--- config.mk ---
export PLATFORM = sky130hd
export DESIGN_NAME = memory_requirement_calc_core_flat
export DESIGN_NICKNAME = d
export VERILOG_FILES = /design/src/sv/mrc_pkg.sv /design/src/sv/mrc_if.sv /design/src/sv/mrc_mul.sv /design/src/sv/mrc_dp.sv /design/src/sv/mrc_ctrl.sv /design/src/sv/memory_requirement_calc_core.sv /design/src/flat_wrapper.sv
export SDC_FILE = /design/constraint.sdc
export NUM_CORES = 2
export LEC_CHECK = 0
export ABC_AREA = 1
export BUFFER_PORTS_ARGS = -buffer_cell sky130_fd_sc_hd__buf_2
export CAP_MARGIN = 20
export CORE_MARGIN = 1.5
export CORE_UTILIZATION = 49
export CTS_CLUSTER_SIZE = 25
export DETAILED_ROUTE_END_ITERATION = 10
export PLACE_DENSITY_LB_ADDON = 0.05
export SKIP_CTS_REPAIR_TIMING = 1
export SYNTH_ARGS = -nofsm -noshare
export SYNTH_HDL_FRONTEND = slang
export SYNTH_SLANG_ARGS = --single-unit
export TNS_END_PERCENT = 1
--- constraint.sdc ---
create_clock -name clk -period 8.5 [get_ports clk]
set_input_delay 0 -clock clk [delete_from_list [all_inputs] [get_ports clk]]
set_output_delay 0 -clock clk [all_outputs]
set_load 0.01 [all_outputs]
--- src/sv/mrc_pkg.sv ---
// ----------------------------------------------------------------------------
// mrc_pkg: shared types and constants for the memory requirement calculator
// Field widths, result constants, datapath opcodes, format and sample decode.
// ----------------------------------------------------------------------------
package mrc_pkg;

  localparam int EXTENT_BITS_DEF = 16;
  localparam int SIZE_W          = 64;
  localparam int HALF_W          = 32;
  localparam int FMT_W           = 31;
  localparam int LVL_W           = 5;
  localparam int LAYER_W         = 12;
  localparam int SMP_W           = 7;
  localparam int ALIGN_W         = 13;
  localparam int TYPES_W         = 2;
  localparam int SHIFT_W         = 4;
  localparam int SCALED_W        = SIZE_W + (1 << SHIFT_W);

  localparam logic [ALIGN_W-1:0] BUF_ALIGN = 13'd256;
  localparam logic [ALIGN_W-1:0] IMG_ALIGN = 13'd4096;
  localparam logic [TYPES_W-1:0] BUF_TYPES = 2'b11;
  localparam logic [TYPES_W-1:0] IMG_TYPES = 2'b01;
  localparam logic [SIZE_W-1:0]  BUF_MASK  = 64'hFF;
  localparam logic [SIZE_W-1:0]  IMG_MASK  = 64'hFFF;

  // Per-level size scale: bytes per texel times samples = (mul3 ? 3 : 1) << shift
  typedef struct packed {
    logic               mul3;
    logic [SHIFT_W-1:0] shift;
  } scale_t;

  typedef struct packed {
    logic [FMT_W-1:0] code;
    scale_t           scale;
  } fmt_entry_t;

  localparam scale_t SC_B1  = '{mul3: 1'b0, shift: 4'd0};
  localparam scale_t SC_B2  = '{mul3: 1'b0, shift: 4'd1};
  localparam scale_t SC_B3  = '{mul3: 1'b1, shift: 4'd0};
  localparam scale_t SC_B4  = '{mul3: 1'b0, shift: 4'd2};
  localparam scale_t SC_B8  = '{mul3: 1'b0, shift: 4'd3};
  localparam scale_t SC_B16 = '{mul3: 1'b0, shift: 4'd4};

  // Formats that are not 4 bytes per texel; everything else takes the default
  localparam int FMT_ENTRIES = 22;
  localparam fmt_entry_t FMT_TABLE [FMT_ENTRIES] = '{
    '{31'd9,   SC_B1},  '{31'd10,  SC_B1},  '{31'd13,  SC_B1},  '{31'd14,  SC_B1},
    '{31'd16,  SC_B2},  '{31'd17,  SC_B2},  '{31'd20,  SC_B2},  '{31'd21,  SC_B2},
    '{31'd70,  SC_B2},  '{31'd74,  SC_B2},  '{31'd75,  SC_B2},  '{31'd76,  SC_B2},
    '{31'd23,  SC_B3},  '{31'd29,  SC_B3},  '{31'd30,  SC_B3},  '{31'd36,  SC_B3},
    '{31'd91,  SC_B8},  '{31'd97,  SC_B8},  '{31'd101, SC_B8},  '{31'd103, SC_B8},
    '{31'd107, SC_B16}, '{31'd109, SC_B16}
  };

  function automatic scale_t texel_scale(input logic [FMT_W-1:0] fmt);
    scale_t sc;
    sc = SC_B4;
    for (int i = 0; i < FMT_ENTRIES; i++) begin
      if (fmt == FMT_TABLE[i].code) sc = FMT_TABLE[i].scale;
    end
    return sc;
  endfunction

  // One-hot sample flag to log2; anything else counts as one sample
  function automatic logic [SHIFT_W-1:0] sample_shift(input logic [SMP_W-1:0] s);
    logic [SHIFT_W-1:0] sh;
    sh = '0;
    for (int i = 0; i < SMP_W; i++) begin
      if (s == (SMP_W'(1) << i)) sh = SHIFT_W'(i);
    end
    return sh;
  endfunction

  typedef enum logic [3:0] {
    OP_NONE,
    OP_CAPTURE,
    OP_BUF_OUT,
    OP_WH,
    OP_DL,
    OP_DH,
    OP_COMB,
    OP_SCALE,
    OP_ACC,
    OP_LL,
    OP_LH,
    OP_LCOMB,
    OP_IMG_OUT
  } mrc_op_t;

  typedef struct packed {
    mrc_op_t op;
  } mrc_cmd_t;

  typedef struct packed {
    logic req_image;
    logic last_level;
  } mrc_sts_t;

endpackage

--- src/sv/mrc_if.sv ---
// ----------------------------------------------------------------------------
// mrc_in_if / mrc_out_if: request and result channels
// Valid/ready channels; a transfer happens when valid and ready are both high.
// ----------------------------------------------------------------------------
interface mrc_in_if #(
  parameter int EXTENT_BITS = mrc_pkg::EXTENT_BITS_DEF
);
  logic                          valid;
  logic                          ready;
  logic                          cmd;
  logic [mrc_pkg::SIZE_W-1:0]    buf_bytes;
  logic [mrc_pkg::FMT_W-1:0]     format_code;
  logic [EXTENT_BITS-1:0]        width;
  logic [EXTENT_BITS-1:0]        height;
  logic [EXTENT_BITS-1:0]        depth;
  logic [mrc_pkg::LVL_W-1:0]     level_cnt;
  logic [mrc_pkg::LAYER_W-1:0]   layer_cnt;
  logic [mrc_pkg::SMP_W-1:0]     samples;

  modport source (
    output valid, cmd, buf_bytes, format_code, width, height, depth,
           level_cnt, layer_cnt, samples,
    input  ready
  );
  modport sink (
    input  valid, cmd, buf_bytes, format_code, width, height, depth,
           level_cnt, layer_cnt, samples,
    output ready
  );
endinterface

interface mrc_out_if;
  logic                          valid;
  logic                          ready;
  logic [mrc_pkg::SIZE_W-1:0]    mem_size;
  logic [mrc_pkg::ALIGN_W-1:0]   mem_alignment;
  logic [mrc_pkg::TYPES_W-1:0]   type_mask;
  logic                          overflow;

  modport source (
    output valid, mem_size, mem_alignment, type_mask, overflow,
    input  ready
  );
  modport sink (
    input  valid, mem_size, mem_alignment, type_mask, overflow,
    output ready
  );
endinterface

--- src/sv/mrc_mul.sv ---
// ----------------------------------------------------------------------------
// mrc_mul: shared 32x32 multiplier
// Unsigned product with a registered 64-bit result.
// ----------------------------------------------------------------------------
module mrc_mul (
  input  logic                           clk,
  input  logic [mrc_pkg::HALF_W-1:0]     a,
  input  logic [mrc_pkg::HALF_W-1:0]     b,
  output logic [mrc_pkg::SIZE_W-1:0]     p_r
);

  logic [mrc_pkg::SIZE_W-1:0] p_nxt;

  assign p_nxt = mrc_pkg::SIZE_W'(a) * mrc_pkg::SIZE_W'(b);

  always_ff @(posedge clk) begin
    p_r <= p_nxt;
  end

endmodule

--- src/sv/mrc_dp.sv ---
// ----------------------------------------------------------------------------
// mrc_dp: size datapath
// Request registers, per-level extent shifters, the shared multiplier, the
// scale/round/accumulate logic with sticky overflow, and the result register.
// ----------------------------------------------------------------------------
module mrc_dp #(
  parameter int EXTENT_BITS = mrc_pkg::EXTENT_BITS_DEF
) (
  input  logic                           clk,
  input  mrc_pkg::mrc_cmd_t              cmd,
  output mrc_pkg::mrc_sts_t              sts,
  // request payload
  input  logic                           in_cmd,
  input  logic [mrc_pkg::SIZE_W-1:0]     in_buf_bytes,
  input  logic [mrc_pkg::FMT_W-1:0]      in_format_code,
  input  logic [EXTENT_BITS-1:0]         in_width,
  input  logic [EXTENT_BITS-1:0]         in_height,
  input  logic [EXTENT_BITS-1:0]         in_depth,
  input  logic [mrc_pkg::LVL_W-1:0]      in_level_cnt,
  input  logic [mrc_pkg::LAYER_W-1:0]    in_layer_cnt,
  input  logic [mrc_pkg::SMP_W-1:0]      in_samples,
  // result payload
  output logic [mrc_pkg::SIZE_W-1:0]     out_mem_size,
  output logic [mrc_pkg::ALIGN_W-1:0]    out_mem_alignment,
  output logic [mrc_pkg::TYPES_W-1:0]    out_type_mask,
  output logic                           out_overflow
);

  localparam int SW = mrc_pkg::SIZE_W;
  localparam int HW = mrc_pkg::HALF_W;

  // {carry, v + mask with low bits cleared}
  function automatic logic [SW:0] round_up(input logic [SW-1:0] v,
                                           input logic [SW-1:0] mask);
    logic [SW:0] s;
    s = {1'b0, v} + {1'b0, mask};
    return {s[SW], s[SW-1:0] & ~mask};
  endfunction

  // lo + (hi << 32) with overflow flag in the top bit
  function automatic logic [SW:0] combine(input logic [SW-1:0] lo,
                                          input logic [SW-1:0] hi);
    logic [SW:0] s;
    s = {1'b0, lo} + {1'b0, hi[HW-1:0], {HW{1'b0}}};
    return {s[SW] | (|hi[SW-1:HW]), s[SW-1:0]};
  endfunction

  logic [SW-1:0]                  req_size_r;
  logic                           mul3_r;
  logic [mrc_pkg::SHIFT_W-1:0]    shift_r;
  logic [EXTENT_BITS-1:0]         cur_w_r, cur_h_r, cur_d_r;
  logic [mrc_pkg::LVL_W-1:0]      lvl_left_r;
  logic [mrc_pkg::LAYER_W-1:0]    layers_r;
  logic [SW-1:0]                  prod_r, lo_r, total_r;
  logic                           ov_r;

  logic [HW-1:0]                  w_lv, h_lv, d_lv;
  logic [HW-1:0]                  mul_a, mul_b;
  logic [SW-1:0]                  mul_p;
  logic [SW:0]                    comb_lvl, comb_lay, rnd_lvl, rnd_img, rnd_buf;
  logic [SW:0]                    acc_sum;
  logic [SW+1:0]                  x3;
  logic [mrc_pkg::SCALED_W-1:0]   scaled;
  logic                           scale_ov;
  mrc_pkg::scale_t                in_scale;

  // floor each level extent at one
  assign w_lv = (cur_w_r == '0) ? HW'(1) : HW'(cur_w_r);
  assign h_lv = (cur_h_r == '0) ? HW'(1) : HW'(cur_h_r);
  assign d_lv = (cur_d_r == '0) ? HW'(1) : HW'(cur_d_r);

  always_comb begin
    mul_a = '0;
    mul_b = '0;
    unique case (cmd.op)
      mrc_pkg::OP_WH: begin
        mul_a = w_lv;
        mul_b = h_lv;
      end
      mrc_pkg::OP_DL: begin
        mul_a = mul_p[HW-1:0];
        mul_b = d_lv;
      end
      mrc_pkg::OP_DH: begin
        mul_a = prod_r[SW-1:HW];
        mul_b = d_lv;
      end
      mrc_pkg::OP_LL: begin
        mul_a = total_r[HW-1:0];
        mul_b = HW'(layers_r);
      end
      mrc_pkg::OP_LH: begin
        mul_a = total_r[SW-1:HW];
        mul_b = HW'(layers_r);
      end
      default: ;
    endcase
  end

  mrc_mul u_mul (
    .clk (clk),
    .a   (mul_a),
    .b   (mul_b),
    .p_r (mul_p)
  );

  assign in_scale = mrc_pkg::texel_scale(in_format_code);

  assign comb_lvl = combine(lo_r, mul_p);
  assign comb_lay = combine(lo_r, mul_p);
  assign x3       = mul3_r ? ({2'b00, prod_r} + {1'b0, prod_r, 1'b0}) : {2'b00, prod_r};
  assign scaled   = mrc_pkg::SCALED_W'(x3[SW-1:0]) << shift_r;
  assign scale_ov = (|x3[SW+1:SW]) | (|scaled[mrc_pkg::SCALED_W-1:SW]);
  assign rnd_lvl  = round_up(prod_r, mrc_pkg::IMG_MASK);
  assign acc_sum  = {1'b0, total_r} + {1'b0, rnd_lvl[SW-1:0]};
  assign rnd_img  = round_up(total_r, mrc_pkg::IMG_MASK);
  assign rnd_buf  = round_up(req_size_r, mrc_pkg::BUF_MASK);

  assign sts.req_image  = in_cmd;
  assign sts.last_level = (lvl_left_r == mrc_pkg::LVL_W'(1));

  always_ff @(posedge clk) begin
    unique case (cmd.op)
      mrc_pkg::OP_CAPTURE: begin
        req_size_r <= in_buf_bytes;
        mul3_r     <= in_scale.mul3;
        shift_r    <= in_scale.shift + mrc_pkg::sample_shift(in_samples);
        cur_w_r    <= in_width;
        cur_h_r    <= in_height;
        cur_d_r    <= in_depth;
        lvl_left_r <= (in_level_cnt == '0) ? mrc_pkg::LVL_W'(1) : in_level_cnt;
        layers_r   <= (in_layer_cnt == '0) ? mrc_pkg::LAYER_W'(1) : in_layer_cnt;
        total_r    <= '0;
        ov_r       <= 1'b0;
      end
      mrc_pkg::OP_DL: prod_r <= mul_p;
      mrc_pkg::OP_DH: lo_r <= mul_p;
      mrc_pkg::OP_COMB: begin
        prod_r <= comb_lvl[SW-1:0];
        ov_r   <= ov_r | comb_lvl[SW];
      end
      mrc_pkg::OP_SCALE: begin
        prod_r <= scaled[SW-1:0];
        ov_r   <= ov_r | scale_ov;
      end
      mrc_pkg::OP_ACC: begin
        total_r    <= acc_sum[SW-1:0];
        ov_r       <= ov_r | rnd_lvl[SW] | acc_sum[SW];
        cur_w_r    <= cur_w_r >> 1;
        cur_h_r    <= cur_h_r >> 1;
        cur_d_r    <= cur_d_r >> 1;
        lvl_left_r <= lvl_left_r - mrc_pkg::LVL_W'(1);
      end
      mrc_pkg::OP_LH: lo_r <= mul_p;
      mrc_pkg::OP_LCOMB: begin
        total_r <= comb_lay[SW-1:0];
        ov_r    <= ov_r | comb_lay[SW];
      end
      mrc_pkg::OP_BUF_OUT: begin
        out_mem_size      <= rnd_buf[SW] ? '1 : rnd_buf[SW-1:0];
        out_overflow      <= rnd_buf[SW];
        out_mem_alignment <= mrc_pkg::BUF_ALIGN;
        out_type_mask     <= mrc_pkg::BUF_TYPES;
      end
      mrc_pkg::OP_IMG_OUT: begin
        out_mem_size      <= (ov_r | rnd_img[SW]) ? '1 : rnd_img[SW-1:0];
        out_overflow      <= ov_r | rnd_img[SW];
        out_mem_alignment <= mrc_pkg::IMG_ALIGN;
        out_type_mask     <= mrc_pkg::IMG_TYPES;
      end
      default: ;
    endcase
  end

endmodule

--- src/sv/mrc_ctrl.sv ---
// ----------------------------------------------------------------------------
// mrc_ctrl: sequencing state machine
// Walks one request through buffer rounding or the per-level image loop and
// the layer multiply, and owns the channel handshakes.
// ----------------------------------------------------------------------------
module mrc_ctrl (
  input  logic                 clk,
  input  logic                 rst_n,
  input  logic                 in_valid,
  output logic                 in_ready,
  output logic                 out_valid,
  input  logic                 out_ready,
  input  mrc_pkg::mrc_sts_t    sts,
  output mrc_pkg::mrc_cmd_t    cmd
);

  typedef enum logic [11:0] {
    S_IDLE    = 12'b0000_0000_0001,
    S_BUF_OUT = 12'b0000_0000_0010,
    S_WH      = 12'b0000_0000_0100,
    S_DL      = 12'b0000_0000_1000,
    S_DH      = 12'b0000_0001_0000,
    S_COMB    = 12'b0000_0010_0000,
    S_SCALE   = 12'b0000_0100_0000,
    S_ACC     = 12'b0000_1000_0000,
    S_LL      = 12'b0001_0000_0000,
    S_LH      = 12'b0010_0000_0000,
    S_LCOMB   = 12'b0100_0000_0000,
    S_IMG_OUT = 12'b1000_0000_0000
  } state_t;

  state_t state_r, state_nxt;
  logic   out_valid_r, out_valid_nxt;
  logic   out_free;
  logic   out_load;

  assign out_free = !out_valid_r || out_ready;

  always_comb begin
    state_nxt = state_r;
    cmd.op    = mrc_pkg::OP_NONE;
    unique case (state_r)
      S_IDLE: begin
        if (in_valid) begin
          cmd.op    = mrc_pkg::OP_CAPTURE;
          state_nxt = sts.req_image ? S_WH : S_BUF_OUT;
        end
      end
      S_BUF_OUT: begin
        if (out_free) begin
          cmd.op    = mrc_pkg::OP_BUF_OUT;
          state_nxt = S_IDLE;
        end
      end
      S_WH: begin
        cmd.op    = mrc_pkg::OP_WH;
        state_nxt = S_DL;
      end
      S_DL: begin
        cmd.op    = mrc_pkg::OP_DL;
        state_nxt = S_DH;
      end
      S_DH: begin
        cmd.op    = mrc_pkg::OP_DH;
        state_nxt = S_COMB;
      end
      S_COMB: begin
        cmd.op    = mrc_pkg::OP_COMB;
        state_nxt = S_SCALE;
      end
      S_SCALE: begin
        cmd.op    = mrc_pkg::OP_SCALE;
        state_nxt = S_ACC;
      end
      S_ACC: begin
        cmd.op    = mrc_pkg::OP_ACC;
        state_nxt = sts.last_level ? S_LL : S_WH;
      end
      S_LL: begin
        cmd.op    = mrc_pkg::OP_LL;
        state_nxt = S_LH;
      end
      S_LH: begin
        cmd.op    = mrc_pkg::OP_LH;
        state_nxt = S_LCOMB;
      end
      S_LCOMB: begin
        cmd.op    = mrc_pkg::OP_LCOMB;
        state_nxt = S_IMG_OUT;
      end
      S_IMG_OUT: begin
        if (out_free) begin
          cmd.op    = mrc_pkg::OP_IMG_OUT;
          state_nxt = S_IDLE;
        end
      end
      default: state_nxt = S_IDLE;
    endcase
  end

  assign out_load      = (cmd.op == mrc_pkg::OP_BUF_OUT) || (cmd.op == mrc_pkg::OP_IMG_OUT);
  assign out_valid_nxt = out_load ? 1'b1 : (out_ready ? 1'b0 : out_valid_r);

  always_ff @(posedge clk) begin
    if (!rst_n) begin
      state_r     <= S_IDLE;
      out_valid_r <= 1'b0;
    end else begin
      state_r     <= state_nxt;
      out_valid_r <= out_valid_nxt;
    end
  end

  assign in_ready  = (state_r == S_IDLE);
  assign out_valid = out_valid_r;

`ifndef NO_ASSERTIONS
  // result register is never overwritten while it still holds an untaken result
  a_no_overwrite: assert property (@(posedge clk) disable iff (!rst_n)
    out_load |-> (!out_valid_r || out_ready))
    else $error("result register overwritten before transfer");

  // a buffer request goes straight to its output step
  a_buf_path: assert property (@(posedge clk) disable iff (!rst_n)
    (in_valid && in_ready && !sts.req_image) |=> (state_r == S_BUF_OUT))
    else $error("buffer request did not go to output step");

  // the last level hands over to the layer multiply
  a_last_level: assert property (@(posedge clk) disable iff (!rst_n)
    (state_r == S_ACC && sts.last_level) |=> (state_r == S_LL))
    else $error("level loop did not end on last level");

  // a result only appears after an output step
  a_valid_src: assert property (@(posedge clk) disable iff (!rst_n)
    $rose(out_valid_r) |-> $past(out_load))
    else $error("result valid without output step");
`endif

endmodule

--- src/sv/memory_requirement_calc_core.sv ---
// ----------------------------------------------------------------------------
// memory_requirement_calc_core: buffer and image memory requirement calculator
// Rounds buffer sizes to 256 bytes; sums aligned mip level sizes of an image
// times its layer count, saturating on 64-bit overflow.
// ----------------------------------------------------------------------------
//  channel   port      dir  payload
//  request   in_chan   in   cmd, buf_bytes, format_code, width, height,
//                           depth, level_cnt, layer_cnt, samples
//  result    out_chan  out  mem_size, mem_alignment, type_mask, overflow
//
//  Buffer request: captured, then rounded into the output register when free.
//  Image request: each mip level runs WH, DL, DH, COMB, SCALE and ACC through
//  the single shared 32x32 multiplier; then LL, LH, LCOMB and IMG_OUT follow.
//  A new request is taken the cycle after a result enters the output register.
//  A result waiting on out_chan.ready stalls only the final output step.
//  rst_n is synchronous, active low; it clears the state machine and out valid.
// ----------------------------------------------------------------------------
module memory_requirement_calc_core #(
  parameter int EXTENT_BITS = mrc_pkg::EXTENT_BITS_DEF
) (
  input  logic        clk,
  input  logic        rst_n,
  mrc_in_if.sink      in_chan,
  mrc_out_if.source   out_chan
);

  mrc_pkg::mrc_cmd_t cmd;
  mrc_pkg::mrc_sts_t sts;

  mrc_ctrl u_ctrl (
    .clk       (clk),
    .rst_n     (rst_n),
    .in_valid  (in_chan.valid),
    .in_ready  (in_chan.ready),
    .out_valid (out_chan.valid),
    .out_ready (out_chan.ready),
    .sts       (sts),
    .cmd       (cmd)
  );

  mrc_dp #(
    .EXTENT_BITS (EXTENT_BITS)
  ) u_dp (
    .clk               (clk),
    .cmd               (cmd),
    .sts               (sts),
    .in_cmd            (in_chan.cmd),
    .in_buf_bytes      (in_chan.buf_bytes),
    .in_format_code    (in_chan.format_code),
    .in_width          (in_chan.width),
    .in_height         (in_chan.height),
    .in_depth          (in_chan.depth),
    .in_level_cnt      (in_chan.level_cnt),
    .in_layer_cnt      (in_chan.layer_cnt),
    .in_samples        (in_chan.samples),
    .out_mem_size      (out_chan.mem_size),
    .out_mem_alignment (out_chan.mem_alignment),
    .out_type_mask     (out_chan.type_mask),
    .out_overflow      (out_chan.overflow)
  );

endmodule

--- src/flat_wrapper.sv ---
// flat-port wrapper written by rule: the top's interface ports become plain ports
module memory_requirement_calc_core_flat 
#(
  parameter int EXTENT_BITS = mrc_pkg::EXTENT_BITS_DEF
)
  (clk, rst_n, in_chan_valid, in_chan_cmd, in_chan_buf_bytes, in_chan_format_code, in_chan_width, in_chan_height, in_chan_depth, in_chan_level_cnt, in_chan_layer_cnt, in_chan_samples, in_chan_ready, out_chan_valid, out_chan_mem_size, out_chan_mem_alignment, out_chan_type_mask, out_chan_overflow, out_chan_ready);
  mrc_in_if #(.EXTENT_BITS(EXTENT_BITS)) in_chan_i ();
  mrc_out_if out_chan_i ();
  input  logic clk;
  input  logic rst_n;
  input wire logic [$bits(in_chan_i.valid)-1:0] in_chan_valid;
  input wire logic [$bits(in_chan_i.cmd)-1:0] in_chan_cmd;
  input wire logic [$bits(in_chan_i.buf_bytes)-1:0] in_chan_buf_bytes;
  input wire logic [$bits(in_chan_i.format_code)-1:0] in_chan_format_code;
  input wire logic [$bits(in_chan_i.width)-1:0] in_chan_width;
  input wire logic [$bits(in_chan_i.height)-1:0] in_chan_height;
  input wire logic [$bits(in_chan_i.depth)-1:0] in_chan_depth;
  input wire logic [$bits(in_chan_i.level_cnt)-1:0] in_chan_level_cnt;
  input wire logic [$bits(in_chan_i.layer_cnt)-1:0] in_chan_layer_cnt;
  input wire logic [$bits(in_chan_i.samples)-1:0] in_chan_samples;
  output wire logic [$bits(in_chan_i.ready)-1:0] in_chan_ready;
  output wire logic [$bits(out_chan_i.valid)-1:0] out_chan_valid;
  output wire logic [$bits(out_chan_i.mem_size)-1:0] out_chan_mem_size;
  output wire logic [$bits(out_chan_i.mem_alignment)-1:0] out_chan_mem_alignment;
  output wire logic [$bits(out_chan_i.type_mask)-1:0] out_chan_type_mask;
  output wire logic [$bits(out_chan_i.overflow)-1:0] out_chan_overflow;
  input wire logic [$bits(out_chan_i.ready)-1:0] out_chan_ready;
  assign in_chan_i.valid = in_chan_valid;
  assign in_chan_i.cmd = in_chan_cmd;
  assign in_chan_i.buf_bytes = in_chan_buf_bytes;
  assign in_chan_i.format_code = in_chan_format_code;
  assign in_chan_i.width = in_chan_width;
  assign in_chan_i.height = in_chan_height;
  assign in_chan_i.depth = in_chan_depth;
  assign in_chan_i.level_cnt = in_chan_level_cnt;
  assign in_chan_i.layer_cnt = in_chan_layer_cnt;
  assign in_chan_i.samples = in_chan_samples;
  assign in_chan_ready = in_chan_i.ready;
  assign out_chan_valid = out_chan_i.valid;
  assign out_chan_mem_size = out_chan_i.mem_size;
  assign out_chan_mem_alignment = out_chan_i.mem_alignment;
  assign out_chan_type_mask = out_chan_i.type_mask;
  assign out_chan_overflow = out_chan_i.overflow;
  assign out_chan_i.ready = out_chan_ready;
  memory_requirement_calc_core #(.EXTENT_BITS(EXTENT_BITS)) u_core (.clk(clk), .rst_n(rst_n), .in_chan(in_chan_i), .out_chan(out_chan_i));
endmodule
* Yosys cells after proc, flatten, opt, wreduce, memory -nomap -nowiden
Cells that the tools add are included.
Operators by class: $lt $le $gt $ge 0, bitwise gates (word level) 7, add/subtract/negate cells 8, reduce and logical (&&, ||, !) cells 24, divide/modulo/power cells 0, mux-type cells 60, multiply operators 1, shift-type cells 1, equal/unequal tests 55
Operators with widths (number):
- 64-bit one-hot mux with 3 select lines | 2
- 31-bit by 7-bit equality test with 1-bit output, second input constant | 10
- 31-bit by 5-bit equality test with 1-bit output, second input constant | 7
- 32-bit one-hot mux with 5 select lines | 1
- 12-bit one-hot mux with 11 select lines | 1
- 64-bit by 12-bit adder with 65-bit output, second input constant | 2
- 64-bit by 64-bit adder with 65-bit output | 2
- 64-bit two-way mux | 2
- 64-bit one-hot mux with 2 select lines | 1
- 31-bit by 4-bit equality test with 1-bit output, second input constant | 4
- 16-bit one-hot mux with 2 select lines | 3
- 5-bit two-way mux | 16
- 64-bit by 4-bit << shifter with 80-bit output | 1
- 64-bit by 65-bit adder with 66-bit output | 1
- 66-bit two-way mux | 1
- 64-bit by 8-bit adder with 65-bit output, second input constant | 1
- 32-bit by 32-bit multiplier with 64-bit output | 1
- 4-bit two-way mux | 13
- 16-bit zero test | 3
- 16-bit two-way mux | 3
- 16-bit one-hot mux with 3 select lines | 1
- 4-bit one-hot mux with 12 select lines | 1
- 32-bit OR reduction | 1
- 31-bit by 6-bit equality test with 1-bit output, second input constant | 1
- other kinds (49) | 77
Storage, ports and cells: output and inout bits 82, ROM bits 0, memories kept 0, logic and storage cells 175, bits of input ports 172, register bits 484, RAM bits 0, latch bits 0

* Longest topological paths before layout
depth after elaboration 24, gate-level depth with buffers 48, depth with buffers taken out 46

* Modules after synthesis
Synthesis repeated with hierarchy kept, for this count alone.
Second synthesis, totals: cells, all modules 9976, area total of the unflattened synthesis 72422.0 µm²
By module, submodules not included:
- mrc_mul | area each 37447.2 µm², seq. area each 1281.2 µm², cells an instance 5021, instances 1
- mrc_dp | area each 34125.2 µm², seq. area each 11591.1 µm², cells an instance 4832, instances 1
- mrc_ctrl | area each 849.6 µm², seq. area each 260.2 µm², cells an instance 123, instances 1

* Worst setup path after synthesis
OpenSTA, ideal clock, no wires.
path kind register to register, start point register u_core.u_ctrl.state_r[8], end point register u_core.u_dp.u_mul.p_r[48] (netlist name), buffers on the path 2, path slack 1.053 ns, arrival time 7.326 ns, period minus slack after synthesis 7.447 ns, stages on the path, launching flop included 47, required time 8.379 ns, setup time 0.121 ns, cells stage by stage dfxtp_1 nor2_1 inv_1 nor2_1 inv_1 nor2_1 inv_2 nor2_2 nor2_2 o21ai_1 nor3_2 nand2_1 inv_2 a221oi_2 inv_2 buf_2 buf_6 nand2_1 (+11 left out) fa_1 inv_1 ha_1 a21oi_1 nand2_1 a21oi_1 o21ai_1 nand2_1 o211ai_1 a21oi_1 inv_1 a21oi_2 inv_1 a21oi_1 o21ai_0 nand3_1 nand3_1 xor2_1
On the way: cells in the longest elaborated chain, start to end 6, elaborated cells between the ends (all ways) 23, those cells by class mul: 1; eq/ne: 17; mux: 3; reduce/logical: 2
RTL lines:
- from (decl) | RTL line mrc_ctrl.sv:32 | state_t state_r, state_nxt;
- from (signal assigned) | RTL line mrc_ctrl.sv:109 | state_r <= state_nxt;
- 12-bit equality test, or another cell as far along | RTL line mrc_ctrl.sv:42 | unique case (state_r)
- 4-bit one-hot mux with 12 select lines * | RTL line mrc_ctrl.sv:42
- 4-bit equality test or 4-bit by 3-bit equality test with 1-bit output (tied branches) | RTL line mrc_dp.sv:75 | unique case (cmd.op)
- 2-bit OR reduction (no source line)
- 16-bit one-hot mux with 3 select lines | RTL line mrc_dp.sv:75
- 32-bit by 32-bit multiplier with 64-bit output * | RTL line mrc_mul.sv:14 | assign p_nxt = mrc_pkg::SIZE_W'(a) * mrc_pkg::SIZE_W'(b);
- via u_core.u_dp.u_mul.p_nxt, one bit | RTL line mrc_mul.sv:12 | logic [mrc_pkg::SIZE_W-1:0] p_nxt;
- to (signal assigned) | RTL line mrc_mul.sv:17 | p_r <= p_nxt;
- to (decl) | RTL line mrc_mul.sv:9 | output logic [mrc_pkg::SIZE_W-1:0] p_r
Mark *: on every way through the listed nets, which the timed path passes. The rest lies on a longest branch. A chain may end at the register's enable or synchronous reset.

* Final worst setup path
start point register u_core.u_ctrl.state_r[2], end point register u_core.u_dp.u_mul.p_r[45] (netlist name)
The elaborated chain is that of the path after synthesis.

==> results_dict.tcl <==
set metrics [dict create \
    synth.largest_area_cell "sky130_fd_sc_hd__edfxtp_1" \
    yosys_most_used_dff "sky130_fd_sc_hd__edfxtp_1" \
    inserted_clock_buffers 52 \
    power.density_cell_area_nw_per_um2 113 \
    relSlewSlack 0.291 \
    fmaxAchievable_mhz 124 \
    top_area_cell_type_share_of_the_netlist_area 0.219 \
    core_region_area_um2 103000 \
    cts_tree "yes" \
    detailedPlace.worstSlack_ns -0.0726 \
    setup_viol 0 \
    layoutNonFillerInstCount 8759 \
    yosysMostFrequentCell "sky130_fd_sc_hd__nand2_1" \
    global_route_wire_length_before_repair_um 300000 \
    antenna_found_initial 5 \
    reg2reg_path_depth 37 \
    fp.dieArea_um2 106000 \
    switching_share 0.353 \
    clock_period_minus_final_worst_setup_slack_ns 8.09 \
    required_ns 9.04 \
    wl_um 206000 \
    grt.total_usage 0.377 \
    startpoint_of_the_lowest_slack_hold_path "in_chan_valid" \
    routed_via_density 5.69 \
    maximum_number_of_pins_on_one_net_before_global_route_repair 86 \
    die_height_um 326 \
    portbufs 241 \
    critical_path.reg2reg.endpoint "u_core.u_dp.u_mul.p_r[45]" \
    ioPinCount 254 \
    failed_checks "negative hold slack" \
    count_of_nets_after_finishing 8209 \
    power.sequential.fraction 0.417 \
    dp.final_hpwl_um 169000 \
    detailedRoute.firstIterationViolations 5316 \
    timing.final.ws_setup_ns 0.408 \
    htree_levels 2 \
    slew_worst_pin_ns 1.05 \
    clk_latency_ns 0.66 \
    via_count_of_the_first_global_routing_pass 46900 \
    gp_routability_congestion 1.05 \
    worst_hold_slack_ns -0.00869 \
    max_cap_violations 0 \
    power_report.internal_total_mw 4.21 \
    final_max_slew_viol_count 0 \
    postSynthRegisterBits 437 \
    drt_pass1_iterations 7 \
    drt.antenna.violating_nets 0 \
    row_count 118 \
    placed_cells 8514 \
    drive_above_1_share 0.0847 \
    synth_sequential_area_ratio 0.244 \
    hold_class "input pin to flip-flop" \
    timing.critical_path.to_type "flip-flop" \
    cp.arrival_ns 8.63 \
    leakage_nw 28.2 \
    critPathMaxStageDelay_ns 0.54 \
    synth_area_um2 51100 \
    worst-path-max-fanout 26 \
    crit_slowest_cell "sky130_fd_sc_hd__fa_1" \
    r2r_start "u_core.u_ctrl.state_r[2]" \
    power_frac_comb 0.236 \
    warning_count_from_the_yosys_run 0 \
    route.detailed.wl_per_inst_um 23.5 \
    final-hold-violation-count 1 \
    synth.cells.most_frequent "1758 x sky130_fd_sc_hd__nand2_1, 1366 x sky130_fd_sc_hd__inv_1, 573 x sky130_fd_sc_hd__nor2_1" \
    routed-via-count 49800 \
    whs_path_depth 6 \
    detail_route.drc_violations 0 \
    synth_edf_count 373 \
    syn_area_per_cell_um2 7.33 \
    fin_skew_ns 0.0283 \
    run_status "finished with violations" \
    clkTransAtPathRegs_ns 0.06 \
    clkPwrFrac 0.347 \
    worst-setup-path-type "flip-flop to flip-flop" \
    initial_utilization 0.494 \
    min_delay_worst_endpoint "u_core.u_ctrl.state_r[1]" \
    grt_overflow_total 0 \
    synth-async-reset-ratio 0 \
    timing.final.crit_share 0.952 \
    area_delta_synth_final_pct 12.5 \
    worst_setup_path_start_kind "flip-flop" \
    yosysUniqueCellTypes 76 \
    max-vdd-ir-drop_uv 226 \
    power.switching_mw 2.30 \
    ys_top_cells_by_area "sky130_fd_sc_hd__edfxtp_1 22%, sky130_fd_sc_hd__fa_1 17%, sky130_fd_sc_hd__nand2_1 13%" \
    crit_path_frequent_cell "sky130_fd_sc_hd__inv_1" \
    cts.path.max_buffers 3 \
    chipWidth_um 326 \
    rrSetupSlack_ns 0.41 \
    synth_cells 6973 \
    root_buffer "sky130_fd_sc_hd__clkbuf_16" \
    number_of_clock_sinks 437 \
]
==> state kept, by name, summed over array words and instances, names as in the netlist <==
| register | cells |
|---|---|
| u_core.u_dp.lvl_left_r | 5 |
| u_core.u_dp.req_size_r | 64 |
| u_core.u_dp.total_r | 64 |
| u_core.u_dp.prod_r | 64 |
| u_core.u_dp.lo_r | 51 |
| u_core.u_dp.mul3_r | 1 |
| u_core.u_dp.cur_d_r | 16 |
| u_core.u_dp.out_mem_alignment | 2 |
| u_core.u_dp.u_mul.p_r | 51 |
| u_core.u_dp.cur_h_r | 16 |
| u_core.u_dp.cur_w_r | 16 |
| u_core.u_dp.ov_r | 1 |
| u_core.u_ctrl.state_r | 12 |
| u_core.u_dp.shift_r | 4 |
| u_core.u_dp.out_mem_size | 57 |
| u_core.u_dp.layers_r | 12 |
| u_core.u_ctrl.out_valid | 1 |
==> critical path, delay by kind of cell, from the launching register on <==
kind                       cells  cell delay [ns]
buffers and inverters         10             1.29
DFF                            1             0.36
xor gates and xnor gates       1             0.15
and+or+nand+nor               13             1.87
AOI/OAI and AO/OA              6             0.92
adders and majority gates      7             3.35
==> logic make-up after synthesis <==
| logic type | count (synthesis) | share of synthesized area |
|---|---|---|
| DFF | 437 | 0.244 |
| muxes | 28 | 0.00549 |
| buffers and inverters | 1618 | 0.121 |
| other | 2 | 0.000147 |
| adders and majority gates | 704 | 0.235 |
| and+or+nand+nor | 3035 | 0.251 |
| AOI/OAI and AO/OA | 938 | 0.107 |
| xor gates and xnor gates | 211 | 0.0362 |
==> power groups by stage <==
stage	Clock [mW]	Sequential, mW	Combinational [mW]
after global routing	2.35	2.72	1.66
final	2.26	2.71	1.54
after global placement	0	2.75	1.43
after detailed placement	0	2.75	1.43
after floorplan	0	2.70	0.910
after CTS	2.26	2.70	1.44
==> through the flow <==
stage	utilization	TNS, ns	cell area, µm²	power (mW)
floorplan	-	0	51100	3.61
global placement	0.524	0	54300	4.18
detailed placement	0.524	-0.225	54300	4.17
CTS	0.540	-0.330	55900	6.40
global route	0.555	-0.00875	57500	6.73
finish	0.555	0	57500	6.51
==> how the worst max path moves through the flow <==
| stage | slack, ns | start | endpoint | cells past startpoint |
|---|---|---|---|---|
| 2_1_floorplan | 1.05 | u_core.u_ctrl.state_r[8] | u_core.u_dp.u_mul.p_r[48] | 46 |
| 5_1_grt | -0.007 | u_core.u_ctrl.state_r[8] | u_core.u_dp.u_mul.p_r[42] | 39 |
| 6_report | 0.41 | u_core.u_ctrl.state_r[2] | u_core.u_dp.u_mul.p_r[45] | 37 |
| 4_1_cts | -0.1 | u_core.u_ctrl.state_r[9] | u_core.u_dp.u_mul.p_r[42] | 41 |
| 3_3_place_gp | 0.18 | u_core.u_ctrl.state_r[2] | u_core.u_dp.u_mul.p_r[47] | 39 |
| 3_5_place_dp | -0.07 | u_core.u_ctrl.state_r[9] | u_core.u_dp.u_mul.p_r[42] | 41 |
==> area by class of cell <==
type                            count  area [µm²]
Fill cell                       10100       46000
Multi-Input combinational cell   4928       32600
Sequential cell                   437       12500
Inverter                         1392        5240
Timing Repair Buffer              522        3720
Tap cell                         1380        1730
Clock buffer                       59        1360
Clock inverter                     38         302
Antenna cell                        3        7.51
==> placed cells by master, fill, tap and decap left out, types with 98 or more instances in the layout <==
cell type                       count
sky130_fd_sc_hd__buf_4            139
sky130_fd_sc_hd__edfxtp_1         373
sky130_fd_sc_hd__ha_1             281
sky130_fd_sc_hd__o21ai_0          344
sky130_fd_sc_hd__xor2_1           152
sky130_fd_sc_hd__dlygate4sd3_1    135
sky130_fd_sc_hd__nor2_1           565
sky130_fd_sc_hd__nand2_1         1752
sky130_fd_sc_hd__nor3_1            98
sky130_fd_sc_hd__buf_2            241
sky130_fd_sc_hd__a21oi_1          279
sky130_fd_sc_hd__nand3_1          350
sky130_fd_sc_hd__fa_1             423
sky130_fd_sc_hd__inv_1           1357
==> per-layer routing <==
layer,share of wire,wire [µm],GRT usage,up-vias
li1,-,-,-,22900
met1,0.42,86300,0.525,24000
met2,0.44,91000,0.584,2455
met3,0.087,17800,0.0566,394
met4,0.053,10800,0.166,8
met5,0.00025,52,0,-
Note: power is estimated with default switching activity, not from simulation.
